`src/rtl/dlq_pkg.sv`:
```
package dlq_pkg;

   localparam int CSR_IDX_W = 2;

   localparam logic [CSR_IDX_W-1:0] CSR_RATE_SCALE   = 2'd0;
   localparam logic [CSR_IDX_W-1:0] CSR_MAX_DURATION = 2'd1;
   localparam logic [CSR_IDX_W-1:0] CSR_MAX_TOKENS   = 2'd2;

   localparam logic [15:0] RATE_SCALE_RESET   = 16'd4096;
   localparam logic [9:0]  MAX_DURATION_RESET = 10'd1023;
   localparam logic [12:0] MAX_TOKENS_RESET   = 13'd512;

   localparam logic [1:0] ERR_OK       = 2'd0;
   localparam logic [1:0] ERR_TOKENS   = 2'd1;
   localparam logic [1:0] ERR_OVERFLOW = 2'd2;

   localparam logic [31:0] ONE_Q30      = 32'h4000_0000;
   localparam logic [30:0] LOG2E_Q30    = 31'd1549082005;
   localparam logic [29:0] LN2_Q30      = 30'd744261118;
   localparam logic [30:0] TOTAL_MAX    = 31'h7FFF_FFFF;
   localparam logic [12:0] COUNT_MAX    = 13'h1FFF;
   localparam logic [4:0]  N_MAX        = 5'd22;
   localparam logic [3:0]  HORNER_TERMS = 4'd9;
   localparam logic [47:0] SAT_Q20      = 48'h0100_0000_0000;

   typedef struct packed {
      logic [15:0] rate_scale;
      logic [9:0]  dur_limit;
      logic [12:0] max_tokens;
   } dlq_cfg_type;

   typedef struct packed {
      logic [15:0] frac;
      logic [4:0]  expo;
      logic        huge;
      logic        pos;
      logic        last;
   } dlq_item_type;

   typedef struct packed {
      logic [9:0]  frames;
      logic [30:0] running;
      logic [1:0]  status;
      logic        last;
   } dlq_result_type;

endpackage

```
`src/rtl/dlq_front.sv`:
```
module dlq_front import dlq_pkg::*; #(
   parameter int FRAC_BITS = 12
) (
   input  logic         clock,
   input  logic         reset,
   input  logic         in_valid,
   output logic         in_ready,
   input  logic [15:0]  in_logit,
   input  logic         in_last,
   output logic         push,
   output dlq_item_type push_item,
   input  logic         full
);

   localparam int XQ_W   = 31 - FRAC_BITS;
   localparam int YW     = XQ_W + 1;
   localparam int PROD_W = XQ_W + 31;

   logic              s1_valid_ff, s1_valid_in;
   logic [15:0]       logit_ff;
   logic              last_ff;
   logic [XQ_W-1:0]   xq;
   logic [PROD_W-1:0] prod;
   logic [YW-1:0]     y;
   logic [YW-1:0]     n_full;
   logic              pos;
   logic              huge;

   assign in_ready = !s1_valid_ff || !full;
   assign push     = s1_valid_ff && !full;

   // x * log2(e) in Q16, rounded to nearest
   assign xq     = XQ_W'(logit_ff[14:0]) << (16 - FRAC_BITS);
   assign prod   = PROD_W'(xq) * PROD_W'(LOG2E_Q30);
   assign y      = YW'((prod + PROD_W'(64'd1 << 29)) >> 30);
   assign n_full = y >> 16;
   assign pos    = (logit_ff != 16'd0) && !logit_ff[15];
   assign huge   = n_full > YW'(N_MAX);

   always_comb begin
      push_item.frac = pos ? y[15:0] : 16'd0;
      push_item.expo = pos ? n_full[4:0] : 5'd0;
      push_item.huge = pos && huge;
      push_item.pos  = pos;
      push_item.last = last_ff;
   end

   always_comb begin
      if (in_valid && in_ready) begin
         s1_valid_in = 1'b1;
      end else if (push) begin
         s1_valid_in = 1'b0;
      end else begin
         s1_valid_in = s1_valid_ff;
      end
   end

   always_ff @(posedge clock) begin
      if (reset) begin
         s1_valid_ff <= 1'b0;
      end else begin
         s1_valid_ff <= s1_valid_in;
      end
      if (in_valid && in_ready) begin
         logit_ff <= in_logit;
         last_ff  <= in_last;
      end
   end

endmodule

```
`config.mk`:
```
export PLATFORM = sky130hd
export DESIGN_NAME = dlq_front
export DESIGN_NICKNAME = d
export VERILOG_FILES = /design/src/rtl/dlq_pkg.sv /design/src/rtl/dlq_front.sv
export SDC_FILE = /design/constraint.sdc
export NUM_CORES = 1
export LEC_CHECK = 0
export BUFFER_PORTS_ARGS = -buffer_cell sky130_fd_sc_hd__buf_2
export CORE_MARGIN = 5
export CORE_UTILIZATION = 46
export CTS_BUF_LIST = sky130_fd_sc_hd__clkbuf_4
export DETAILED_ROUTE_END_ITERATION = 10
export PLACE_DENSITY = 0.67
export SLEW_MARGIN = 20
export SYNTH_ARGS = -nofsm -noshare
export SYNTH_HDL_FRONTEND = slang
export SYNTH_SLANG_ARGS = --single-unit
```
`constraint.sdc`:
```
create_clock -name clock -period 9.43 [get_ports clock]
set_input_delay 0.943 -clock clock [delete_from_list [all_inputs] [get_ports clock]]
set_output_delay 0.943 -clock clock [all_outputs]
set_load 0.05 [all_outputs]
```
==> metrics.md <==
| Metric | Value |
|---|---|
| Worst-Skew Late Latency | 290 ps |
| Cells after Synth | 996 |
| Most common cell in the synthesized netlist | inv_1 |
| Synthesis warning total | 0 |
| Fmax | 0.115 GHz |
| Post-synth cell types | 79 |
| R2R Setup Slk | 8020 ps |
| Crit path max fanout | 8 |
| Slew at the pin closest to its max-slew limit | 888 ps |
| Largest net degree at the start of global routing | 19 |
| Worst setup margin | 772 ps |
| Iter 0 DRT Violations | 534 |
| # IOs | 47 |
| Hold buffer count at cts | 0 |
| Nets@finish | 1365 |
| CTS root buf | clkbuf_4 |
| First-pass GRT wire length | 37.7 mm |
| Critical path, cell by cell | inv_1 -> ha_1 -> inv_1 -> fa_1 -> inv_1 -> fa_1 -> inv_1 -> fa_1 -> inv_1 -> fa_1 -> fa_1 -> ha_1 -> nand4_1 -> nor4_1 -> a211oi_1 -> o211ai_2 -> xor2_1 -> ha_1 -> nand4_1 -> nor4_1 -> nand4_1 -> mux2i_1 -> buf_2 |
| Worst Setup Path Type | reg2out |
| TNS Setup | 0 ps |
| Buffer count from post-CTS setup fixing | 0 |
| RePlAce Congestion | 0.984 |
| Post-DP HPWL | 21.1 mm |
| Diode count | 0 |
| #FFs+latches synth | 18 |
| Maximum Capacitance Violations | 0 |
| Gr ovfl total | 0 |
| Reg2Reg Depth | 2 |
| RSZ-0062 raised after global routing | no |
| Async SR Flop Fraction | 0 |
| Mapped Avg Cell Area | 9.20 um2 |
| Worst Hold Path Cells | 2 |
| H-tree depth | 1 |
| Final Slew Violations | 0 |
| Final min period | 8660 ps |
| # clock sinks | 18 |
| Initial DRT Pass Iterations | 5 |
| Layout fillers | 1886 |
| Place WS | 1200 ps |
| PortBufs | 44 |
| CTS resizes | 0 |
| Total CTS buffers | 3 |
| Top post-synthesis cells by count | inv_1 (237), ha_1 (175), fa_1 (144), a21oi_1 (52), nand2_1 (48) |
| Cell count after placement | 1285 |
| Most used flip-flop cell after synthesis | edfxtp_1 |
| HP Class | reg2reg |
| Crit. Startpoint | logit_ff[4] |
| Area Overhead vs Synth | 4.83% |
| Initial core utilization | 0.469 |
| Die width | 151 um |
| DRC viols | 0 |
| Crit-path max cell delay | 650 ps |
| Sequential share of the synthesized area | 0.0579 |
| DR vias/cell | 5.55 |
| Core footprint | 19500 um2 |
| Relative slew slack | 0.405 |
| Num rows | 51 |
| Gr usage total | 0.212 |
| Worst setup EP type | output port |
| Crit-path slowest cell | edfxtp_1 |
| Startpoint Class | flop |
| R2r startpoint | s1_valid_ff |
| Post-synth top area share | 0.315 |
| Initial antenna violation count | 0 |
| Cell taking the most area after synthesis | fa_1 |
| Final worst-path cycle share | 0.918 |
| Status | finished clean |
| Vias in the first global route | 7159 |
| Worst r2r dst | logit_ff[12] |
| Synth area leaders | fa_1 (31%), ha_1 (24%), inv_1 (9.7%) |
| Worst EP arrival | 7720 ps |
| DIE HEIGHT | 151 um |
| DR vias | 7149 |
| Worst-case clock buffer depth | 2 |
| Cell Area, Synth | 9160 um2 |
| Detailed Route WL | 23.7 mm |
| Final Skew | 12.6 ps |
| Finished Layout Cells | 1289 |
| Number of flops mapped to enable cells by yosys | 17 |
| # setup viols final | 0 |
| CP endpoint | push_item[6] |
| Die ar. | 22800 um2 |
| Critical Path RT | 8490 ps |
| Routed length per placed instance | 18.4 um |
| Share of cells above drive strength 1 | 0.0801 |
| Final ANT Viol Nets | 0 |
| Final Hold Violating Endpoints | 0 |
| Clock-pin slew on the worst setup and hold paths | 110 ps |
| CTS tree | built |
logic make-up (layout without fill, tap and decap cells):
logic type,after synthesis,after routing,synth area share
adders and majority gates,319,319,0.554
buffers and inverters,259,286,0.113
and+or+nand+nor,210,210,0.128
AOI/OAI and AO/OA,161,161,0.118
xor gates and xnor gates,21,21,0.0217
DFF,18,18,0.0579
muxes,7,7,0.00778
other,1,2,0.000409
through the flow:
step                      area [um2]  utilization  hold WS, ps
final                           9610        0.492          513
after global placement          9580        0.491          482
after global routing            9610        0.492          577
after CTS                       9610        0.492          524
after detailed placement        9580        0.491          498
after floorplan                 9170            -          465
sequential cells by signal, summed over array words and instances (netlist names):
signal	count
s1_valid_ff	1
logit_ff	16
last_ff	1
final cells by class:
cell class,count,area [um2],share of cell area
flip-flops and latches,18,531,0.0552
clock buffers,3,22.5,0.00234
well taps,265,332,0.0345
inverters,237,890,0.0926
clock inverters,1,3.75,0.000391
multi-input cells,720,7600,0.791
repair buffers,45,228,0.0237
placed cells by master, fill, tap and decap left out, types with 7 or more instances in the layout:
master | Yosys | final
o21ai_0 | 30 | 30
and2_1 | 7 | 7
nand4_1 | 26 | 26
and3_1 | 7 | 7
buf_2 | 6 | 44
nor4_1 | 8 | 8
nor2_1 | 39 | 39
edfxtp_1 | 17 | 17
nand2_1 | 48 | 48
a21o_1 | 7 | 7
inv_1 | 237 | 237
xor2_1 | 11 | 11
nand3_1 | 19 | 19
o211ai_1 | 7 | 7
a21oi_1 | 52 | 52
nor3_1 | 14 | 14
or3_1 | 7 | 7
ha_1 | 175 | 175
fa_1 | 144 | 144
xnor2_1 | 8 | 8
worst min-delay path by stage:
stage / startpoint / to / slack [ps]
after global routing: s1_valid_ff / s1_valid_ff / 580
after global placement: s1_valid_ff / s1_valid_ff / 480
after detailed placement: s1_valid_ff / s1_valid_ff / 500
after CTS: s1_valid_ff / s1_valid_ff / 520
after floorplan: s1_valid_ff / s1_valid_ff / 470
final: s1_valid_ff / s1_valid_ff / 510
layer usage:
metal,track usage,up-vias,part of all wire
li1,-,3385,-
met5,0,-,0
met4,0.0458,0,0.026
met2,0.350,200,0.47
met1,0.303,3533,0.45
met3,0.0212,31,0.050
worst max-delay path, delay by kind of cell, from the launching register on:
family                     cells  cell delay (ps)
adders and majority gates      8             3640
and+or+nand+nor                5             1350
buffers and inverters          6              790
DFF                            1              650
AOI/OAI and AO/OA              2              500
xor gates and xnor gates       1              280
muxes                          1              200
Power is not shown: default switching activity piles up to over one toggle a cycle in this logic, so the estimate is an artifact.
