==> src/rtl/dlq_pkg.sv <==
package dlq_pkg;

   localparam int CSR_IDX_W = 2;

   localparam logic [CSR_IDX_W-1:0] CSR_RATE_SCALE   = 2'd0;
   localparam logic [CSR_IDX_W-1:0] CSR_MAX_DURATION = 2'd1;
   localparam logic [CSR_IDX_W-1:0] CSR_MAX_TOKENS   = 2'd2;

   localparam logic [15:0] RATE_SCALE_RESET   = 16'd4096;
   localparam logic [9:0]  MAX_DURATION_RESET = 10'd1023;
   localparam logic [12:0] MAX_TOKENS_RESET   = 13'd512;

   localparam logic [1:0] ERR_OK       = 2'd0;
   localparam logic [1:0] ERR_TOKENS   = 2'd1;
   localparam logic [1:0] ERR_OVERFLOW = 2'd2;

   localparam logic [31:0] ONE_Q30      = 32'h4000_0000;
   localparam logic [30:0] LOG2E_Q30    = 31'd1549082005;
   localparam logic [29:0] LN2_Q30      = 30'd744261118;
   localparam logic [30:0] TOTAL_MAX    = 31'h7FFF_FFFF;
   localparam logic [12:0] COUNT_MAX    = 13'h1FFF;
   localparam logic [4:0]  N_MAX        = 5'd22;
   localparam logic [3:0]  HORNER_TERMS = 4'd9;
   localparam logic [47:0] SAT_Q20      = 48'h0100_0000_0000;

   typedef struct packed {
      logic [15:0] rate_scale;
      logic [9:0]  dur_limit;
      logic [12:0] max_tokens;
   } dlq_cfg_type;

   typedef struct packed {
      logic [15:0] frac;
      logic [4:0]  expo;
      logic        huge;
      logic        pos;
      logic        last;
   } dlq_item_type;

   typedef struct packed {
      logic [9:0]  frames;
      logic [30:0] running;
      logic [1:0]  status;
      logic        last;
   } dlq_result_type;

endpackage

==> src/rtl/dlq_queue.sv <==
module dlq_queue import dlq_pkg::*; (
   input  logic         clock,
   input  logic         reset,
   input  logic         push,
   input  dlq_item_type push_item,
   output logic         full,
   input  logic         pop,
   output dlq_item_type pop_item,
   output logic         empty
);

   dlq_item_type entry_ff [2];
   logic         wr_ptr_ff;
   logic         rd_ptr_ff;
   logic [1:0]   count_ff, count_in;

   assign full     = count_ff == 2'd2;
   assign empty    = count_ff == 2'd0;
   assign pop_item = entry_ff[rd_ptr_ff];

   always_comb begin
      count_in = count_ff;
      if (push && !pop) begin
         count_in = count_ff + 2'd1;
      end else if (pop && !push) begin
         count_in = count_ff - 2'd1;
      end
   end

   always_ff @(posedge clock) begin
      if (reset) begin
         wr_ptr_ff <= 1'b0;
         rd_ptr_ff <= 1'b0;
         count_ff  <= 2'd0;
      end else begin
         if (push) begin
            wr_ptr_ff <= !wr_ptr_ff;
         end
         if (pop) begin
            rd_ptr_ff <= !rd_ptr_ff;
         end
         count_ff <= count_in;
      end
      if (push) begin
         entry_ff[wr_ptr_ff] <= push_item;
      end
   end

endmodule

==> config.mk <==
export PLATFORM = sky130hd
export DESIGN_NAME = dlq_queue
export DESIGN_NICKNAME = d
export VERILOG_FILES = /design/src/rtl/dlq_pkg.sv /design/src/rtl/dlq_queue.sv
export SDC_FILE = /design/constraint.sdc
export NUM_CORES = 1
export LEC_CHECK = 0
export BUFFER_PORTS_ARGS = -buffer_cell sky130_fd_sc_hd__clkbuf_2
export CAP_MARGIN = 20
export CORE_ASPECT_RATIO = 0.6
export CORE_UTILIZATION = 25
export DETAILED_ROUTE_END_ITERATION = 10
export PLACE_DENSITY_LB_ADDON = 0.1
export SYNTH_ARGS = -nofsm -noshare
export SYNTH_HDL_FRONTEND = slang
export SYNTH_SLANG_ARGS = --single-unit
==> constraint.sdc <==
create_clock -name clock -period 5.65 [get_ports clock]
set_input_delay 0.565 -clock clock [delete_from_list [all_inputs] [get_ports clock]]
set_output_delay 0.565 -clock clock [all_outputs]
set_load 0.01 [all_outputs]
==> metrics.csv, run 1 <==
stage,metric,value,unit
critical_path,worst-path fanout max,15,
min_path,Hold Crit Class,in -> reg,
sta,Setup-failing EPs final,0,
synthesis,Cells after Synth,97,
cts,cts bufs inserted,5,
floorplanning,starting density of the core,26.25,%
critical_path,CP Data Required Time,5.09,ns
cts,CTS H-tree lvls,2,
final_layout,Register Area,1541,sq um
synthesis,post-synth top area share,74.32,%
cts,CTS sink cnt,53,
synthesis,Syn Nets,126,
global_routing,first-pass GRT wire length,5.423,mm
cts,worst skew pair latency,0.28,ns
global_routing,largest net degree at the start of global routing,25,
sta,Setup WS post-layout,3.428,ns
power_and_ir_drop,VDD IR max,0.1089,mV
final_layout,Nets,186,
final_layout,fin util,33.84,%
cts,clock-pin slew on the worst setup and hold paths,0.07,ns
job,max cap viols,0,
floorplanning,Die Y,70.23,um
detailed_routing,DR vias/cell,3.828,
final_layout,synth-to-layout area growth,28.90,%
detailed_routing,post-route ant nets,0,
sta,Slew Limit Fails,0,
placed_design,# port buffers,53,
floorplanning,Die ar.,8125,sq um
final_layout,total inserted antenna cells,0,
placed_design,RD Place Congestion,0.6692,
floorplanning,die width,115.7,um
sta,Final Critical Period,2.222,ns
cts,post-CTS sizing,0,
synthesis,number of synthesized register bits,53,
detailed_routing,DRT iter0 DRCs,24,
synthesis,Mapped Avg Cell Area,19.99,sq um
final_layout,cell area after layout,2500,sq um
critical_path,Critical Path Source Type,register,
floorplanning,cell row count,24,
synthesis,Synth cell types,16,
min_path,Hold Path Origin,push_item[6],
detailed_routing,WL/cell,13.06,um
detailed_routing,DRC Markers,0,
power_and_ir_drop,pwr dens,342.1,nW/um^2
cts,postcts setup bufs,0,
final_layout,layout cells sized above 1,55.70,%
cts,hold_buf cts,0,
sta,setup TNS,0,ns
synthesis,register area share after synthesis,79.48,%
final_layout,"most common cell after layout, fill and taps aside",clkbuf_2,
synthesis,Ys Warns,0,
final_layout,"commonest non-fill, non-tap cells in the layout","clkbuf_2, edfxtp_1, mux2_2",
synthesis,cell taking the most area after synthesis,edfxtp_1,
outcome,status,finished clean,
synthesis,ranking of synthesized cells by area,"edfxtp_1, mux2_2, dfxtp_1",
power_and_ir_drop,total chip power,0.8553,mW
sta,final clock skew,0.007041,ns
floorplanning,Top-Level Pins,54,
sta,Worst slew margin,62.21,%
critical_path,WS Path Type,reg -> out,
synthesis,synthesized area,1939,sq um
sta,Worst-Margin Slew,0.5661,ns
power_and_ir_drop,Leak,0.9420,nW
sta,Final Hold Fails,0,
final_layout,Multi-input gate area,376.6,sq um
critical_path,Crit. End Element,output port,
detailed_routing,drt pass-1 iters,4,
sta,RSZ-0062 raised after global routing,false,
floorplanning,core area,7387,sq um
placed_design,Post-DP Area,2360,sq um
global_routing,vias in the first global route,1068,
detailed_routing,vias,1003,
detailed_routing,Detailed Route WL,3.422,mm
final_layout,Fill cells,748,
critical_path,launching point of the worst reg2reg path,wr_ptr_ff,
sta,Highest Clock Rate,450.0,MHz
global_routing,initial antenna violation count,0,
cts,Clock Tree Buf Depth,2,
cts,CTS root buf,clkbuf_16,
cts,TritonCTS clock tree,built,
placed_design,Place WS,3.652,ns
critical_path,Worst EP arrival,1.66,ns
global_routing,total track usage,9.263,%
global_routing,GR Overflow Total,0,
sta,fin crit share,39.33,%
## area by class of cell
cell class,count,share of cell area [%]
clock buffers,7,5.305
clock inverters,1,0.3003
inverters,1,0.1502
multi-input cells,40,15.07
flip-flops and latches,53,61.66
well taps,104,5.205
repair buffers,56,12.31
## metrics by stage
step	cells	hold WS (ns)
finish	262	0.4718
floorplan	97	0.4614
global route	262	0.4611
CTS	262	0.4661
detailed placement	254	0.5090
global placement	253	0.4800
## critical path, stage by stage (launching register included)
cell      delay, ns
dfxtp_1        0.68
buf_16         0.22
mux2_2         0.35
clkbuf_2       0.13
## layer usage
| metal | share of wire [%] | wire, um | track usage [%] | vias to the layer above |
|---|---|---|---|---|
| met4 | 0.50 | 17 | 2.991 | 0 |
| met5 | 0 | 0 | 0 | - |
| met2 | 47 | 1593 | 14.84 | 34 |
| met1 | 47 | 1593 | 11.55 | 481 |
| met3 | 6.4 | 218 | 3.472 | 2 |
| li1 | - | - | - | 486 |
## synth_stat cells
cell type   n
xor2_1      2
o21ai_0     1
dfxtp_1     5
a21oi_1     1
nor2b_1     1
or3_1       1
and2b_2     1
xnor2_1     2
buf_2       1
ha_1        1
mux2_2     24
edfxtp_1   48
nor2_1      5
buf_4       2
inv_1       1
and2_1      1
## report_power, final
group | internal [mW] | total [mW] | switching, mW
logic | 0.0506 | 0.101 | 0.0508
clock network | 0.165 | 0.288 | 0.123
registers | 0.456 | 0.466 | 0.0104
total | 0.671 | 0.855 | 0.185
## sequential cells by signal, summed over array words and instances, names as in the netlist, named ones only
signal / flops
count_ff: 2
rd_ptr_ff: 1
wr_ptr_ff: 1
entry_ff: 48
## logic make-up (layout without fill, tap and decap cells)
kind of cell	after synthesis	after routing	share of synthesized area [%]
xor+xnor	4	4	1.807
buf+inv	4	65	1.225
simple gates	9	9	2.388
mux	24	24	13.94
flops	53	53	79.48
fa+ha+maj	1	1	0.6451
compound gates	2	2	0.5156
## path summary, 6_finish.rpt
check / slack [ns] / end / cells past startpoint
worst max-delay path: 3.43 / pop_item[16] / 3
worst min-delay path: 0.47 / entry_ff[1][6] / 1
worst max register to register: 4.47 / entry_ff[1][18] / 2
worst min register to register: 0.54 / register / 2
No activity file was read; power rests on OpenSTA's default activity.
==> run 2, diff against run 1 <==
==> constraint.sdc (replaced) <==
create_clock -name clock -period 2.1 [get_ports clock]
set_input_delay 0.21 -clock clock [delete_from_list [all_inputs] [get_ports clock]]
set_output_delay 0.21 -clock clock [all_outputs]
set_load 0.01 [all_outputs]
==> metrics.csv, run 2 (synthesized netlist as in run 1, its figures left out) <==
stage,metric,value,unit,change
critical_path,crit-path max cell delay,0.36,ns,was 0.68 ns
power_and_ir_drop,sw frac,21.81,%,was 21.57%
floorplanning,Top-Level Pins,54,,unchanged
critical_path,crit path capture,pop_item[9],,was pop_item[16]
cts,CTS H-tree lvls,2,,unchanged
critical_path,cell count of the worst reg-to-reg path,2,,unchanged
cts,clock-pin slew on the worst setup and hold paths,0.07,ns,about the same
power_and_ir_drop,combinational share of power,12.1,%,was 11.9%
cts,CTS sink cnt,53,,unchanged
final_layout,synth-to-layout area growth,29.16,%,was 28.90%
final_layout,max FFs per register,48,,unchanged
sta,Setup-failing EPs final,0,,unchanged
final_layout,layout cells sized above 1,57.76,%,was 55.70%
global_routing,initial antenna violation count,0,,unchanged
global_routing,largest net degree at the start of global routing,17,,was 25
sta,Setup WS post-layout,0.5148,ns,was 3.428 ns
outcome,status,finished clean,,unchanged
sta,fin crit share,75.49,%,
global_routing,total track usage,9.565,%,was 9.263%
final_layout,Top Registers,"entry_ff (48), count_ff (2)",,unchanged
power_and_ir_drop,clock power share,33.6,%,was 33.7%
critical_path,Worst path slowest cell,mux2_2,,was dfxtp_1
cts,hold_buf cts,0,,unchanged
critical_path,FF-to-FF setup slack,0.75,ns,was 4.47 ns
detailed_routing,DR vias/cell,3.849,,was 3.828
cts,CTS root buf,clkbuf_16,,unchanged
sta,Worst slew margin,67.51,%,was 62.21%
global_routing,vias in the first global route,1118,,was 1068
detailed_routing,Detailed Route WL,3.588,mm,was 3.422 mm
critical_path,RR Endpoint,entry_ff[1][4],,was entry_ff[1][18]
power_and_ir_drop,pwr dens,917.4,nW/um^2,was 342.1 nW/um^2
floorplanning,die width,115.7,um,unchanged
power_and_ir_drop,VDD IR max,0.2927,mV,was 0.1089 mV
sta,Worst-Margin Slew,0.4851,ns,was 0.5661 ns
power_and_ir_drop,Seq pwr share,54.2,%,was 54.5%
min_path,Hold Crit Class,in -> reg,,unchanged
detailed_routing,post-route ant nets,0,,unchanged
critical_path,WP buf/inv,2,,unchanged
placed_design,Placed Cells,257,,was 254
cts,Clock Tree Buf Depth,2,,unchanged
final_layout,total inserted antenna cells,0,,unchanged
placed_design,# port buffers,53,,unchanged
critical_path,worst-path fanout max,15,,unchanged
floorplanning,core area,7387,sq um,unchanged
sta,Final Critical Period,1.585,ns,
detailed_routing,DRC Markers,0,,unchanged
final_layout,Post-Layout Cell Count,265,,was 262
critical_path,Crit. End Element,output port,,unchanged
placed_design,Place WS,0.6718,ns,was 3.652 ns
floorplanning,cell row count,24,,unchanged
critical_path,critical-path cell list,"buf_4, mux2_2, clkbuf_2",,"was buf_16, mux2_2, clkbuf_2"
detailed_routing,drt pass-1 iters,4,,unchanged
final_layout,Nets,189,,was 186
sta,setup TNS,0,ns,unchanged
power_and_ir_drop,P_int,1.797,mW,was 0.6708 mW
cts,cts bufs inserted,5,,unchanged
power_and_ir_drop,Sw Pwr,0.5011,mW,was 0.1845 mW
cts,worst skew pair latency,0.28,ns,about the same
global_routing,GR Overflow Total,0,,unchanged
detailed_routing,WL/cell,13.54,um,was 13.06 um
final_layout,"commonest non-fill, non-tap cells in the layout","clkbuf_2, edfxtp_1, mux2_2, buf_4",,"was clkbuf_2, edfxtp_1, mux2_2"
detailed_routing,DRT iter0 DRCs,6,,was 24
critical_path,launching point of the worst reg2reg path,wr_ptr_ff,,unchanged
critical_path,WS Path Type,reg -> out,,unchanged
sta,Final Hold Fails,0,,unchanged
power_and_ir_drop,Leak,0.9560,nW,was 0.9420 nW
cts,postcts setup bufs,0,,unchanged
floorplanning,Die ar.,8125,sq um,unchanged
floorplanning,Die Y,70.23,um,unchanged
critical_path,Critical Path Source Type,register,,unchanged
critical_path,CP Data Required Time,1.89,ns,was 5.09 ns
global_routing,first-pass GRT wire length,5.644,mm,was 5.423 mm
job,max cap viols,0,,unchanged
final_layout,"most common cell after layout, fill and taps aside",clkbuf_2,,unchanged
floorplanning,starting density of the core,26.25,%,unchanged
detailed_routing,vias,1020,,was 1003
critical_path,"delay-heaviest family, CP",buffers and inverters,,was flip-flops
sta,final clock skew,0.004338,ns,was 0.007041 ns
final_layout,Top reg by flops,entry_ff,,unchanged
sta,Slew Limit Fails,0,,unchanged
critical_path,Worst EP arrival,1.38,ns,was 1.66 ns
sta,Highest Clock Rate,630.8,MHz,
placed_design,RD Place Congestion,0.6821,,was 0.6692
cts,TritonCTS clock tree,built,,unchanged
cts,post-CTS sizing,0,,unchanged
critical_path,Crit path depth,3,,unchanged
sta,RSZ-0062 raised after global routing,false,,unchanged
run 2: per-stage QoR:
stage	utilization (%)	cell area [sq um]	hold WS (ns)	power, mW
3_5_place_dp	31.98	2362	0.4048	1.556
4_1_cts	33.91	2505	0.1094	2.336
5_1_grt	33.91	2505	0.1090	2.394
6_report	33.91	2505	0.1134	2.298
2_1_floorplan	-	1939	0.2791	1.424
3_3_place_gp	31.98	2362	0.3988	1.551
run 2: layout make-up:
type | count | area, sq um
timing repair buffer | 59 | 310.3
multi-input combinational | 40 | 376.6
tap | 104 | 130.1
fill | 731 | 4882
inverter | 1 | 3.754
clock inverter | 3 | 17.52
sequential | 53 | 1541
clock buffer | 5 | 125.1
run 2: worst register-to-register path, cell delays in order, from the launching register on:
cell     delay, ns
dfxtp_1       0.38
and2_1        0.40
buf_4         0.27
run 2: worst min path at each step:
stage / start / to / slack [ns] / cells after the start
CTS: push_item[19] / entry_ff[1][19] / 0.11 / 1
finish: push_item[17] / entry_ff[1][17] / 0.11 / 1
global placement: push_item[3] / entry_ff[0][3] / 0.40 / 1
floorplan: reset / count_ff[1] / 0.28 / 1
global route: push_item[17] / entry_ff[0][17] / 0.11 / 1
detailed placement: push_item[14] / entry_ff[0][14] / 0.40 / 1
run 2: power by group through the flow:
stage                     Sequential [mW]  Combinational [mW]  Clock, mW
final                                1.25               0.279      0.773
after global routing                 1.25               0.306      0.834
after CTS                            1.25               0.288      0.801
after detailed placement             1.27               0.286          0
after global placement               1.27               0.283          0
after floorplan                      1.26               0.159          0
run 2: per-layer routing:
layer	track usage, %	vias up	wire length [um]
met3	3.733	5	209
li1	-	493	-
met1	11.89	492	1694
met4	2.564	0	27
met5	0	-	0
met2	15.50	30	1657
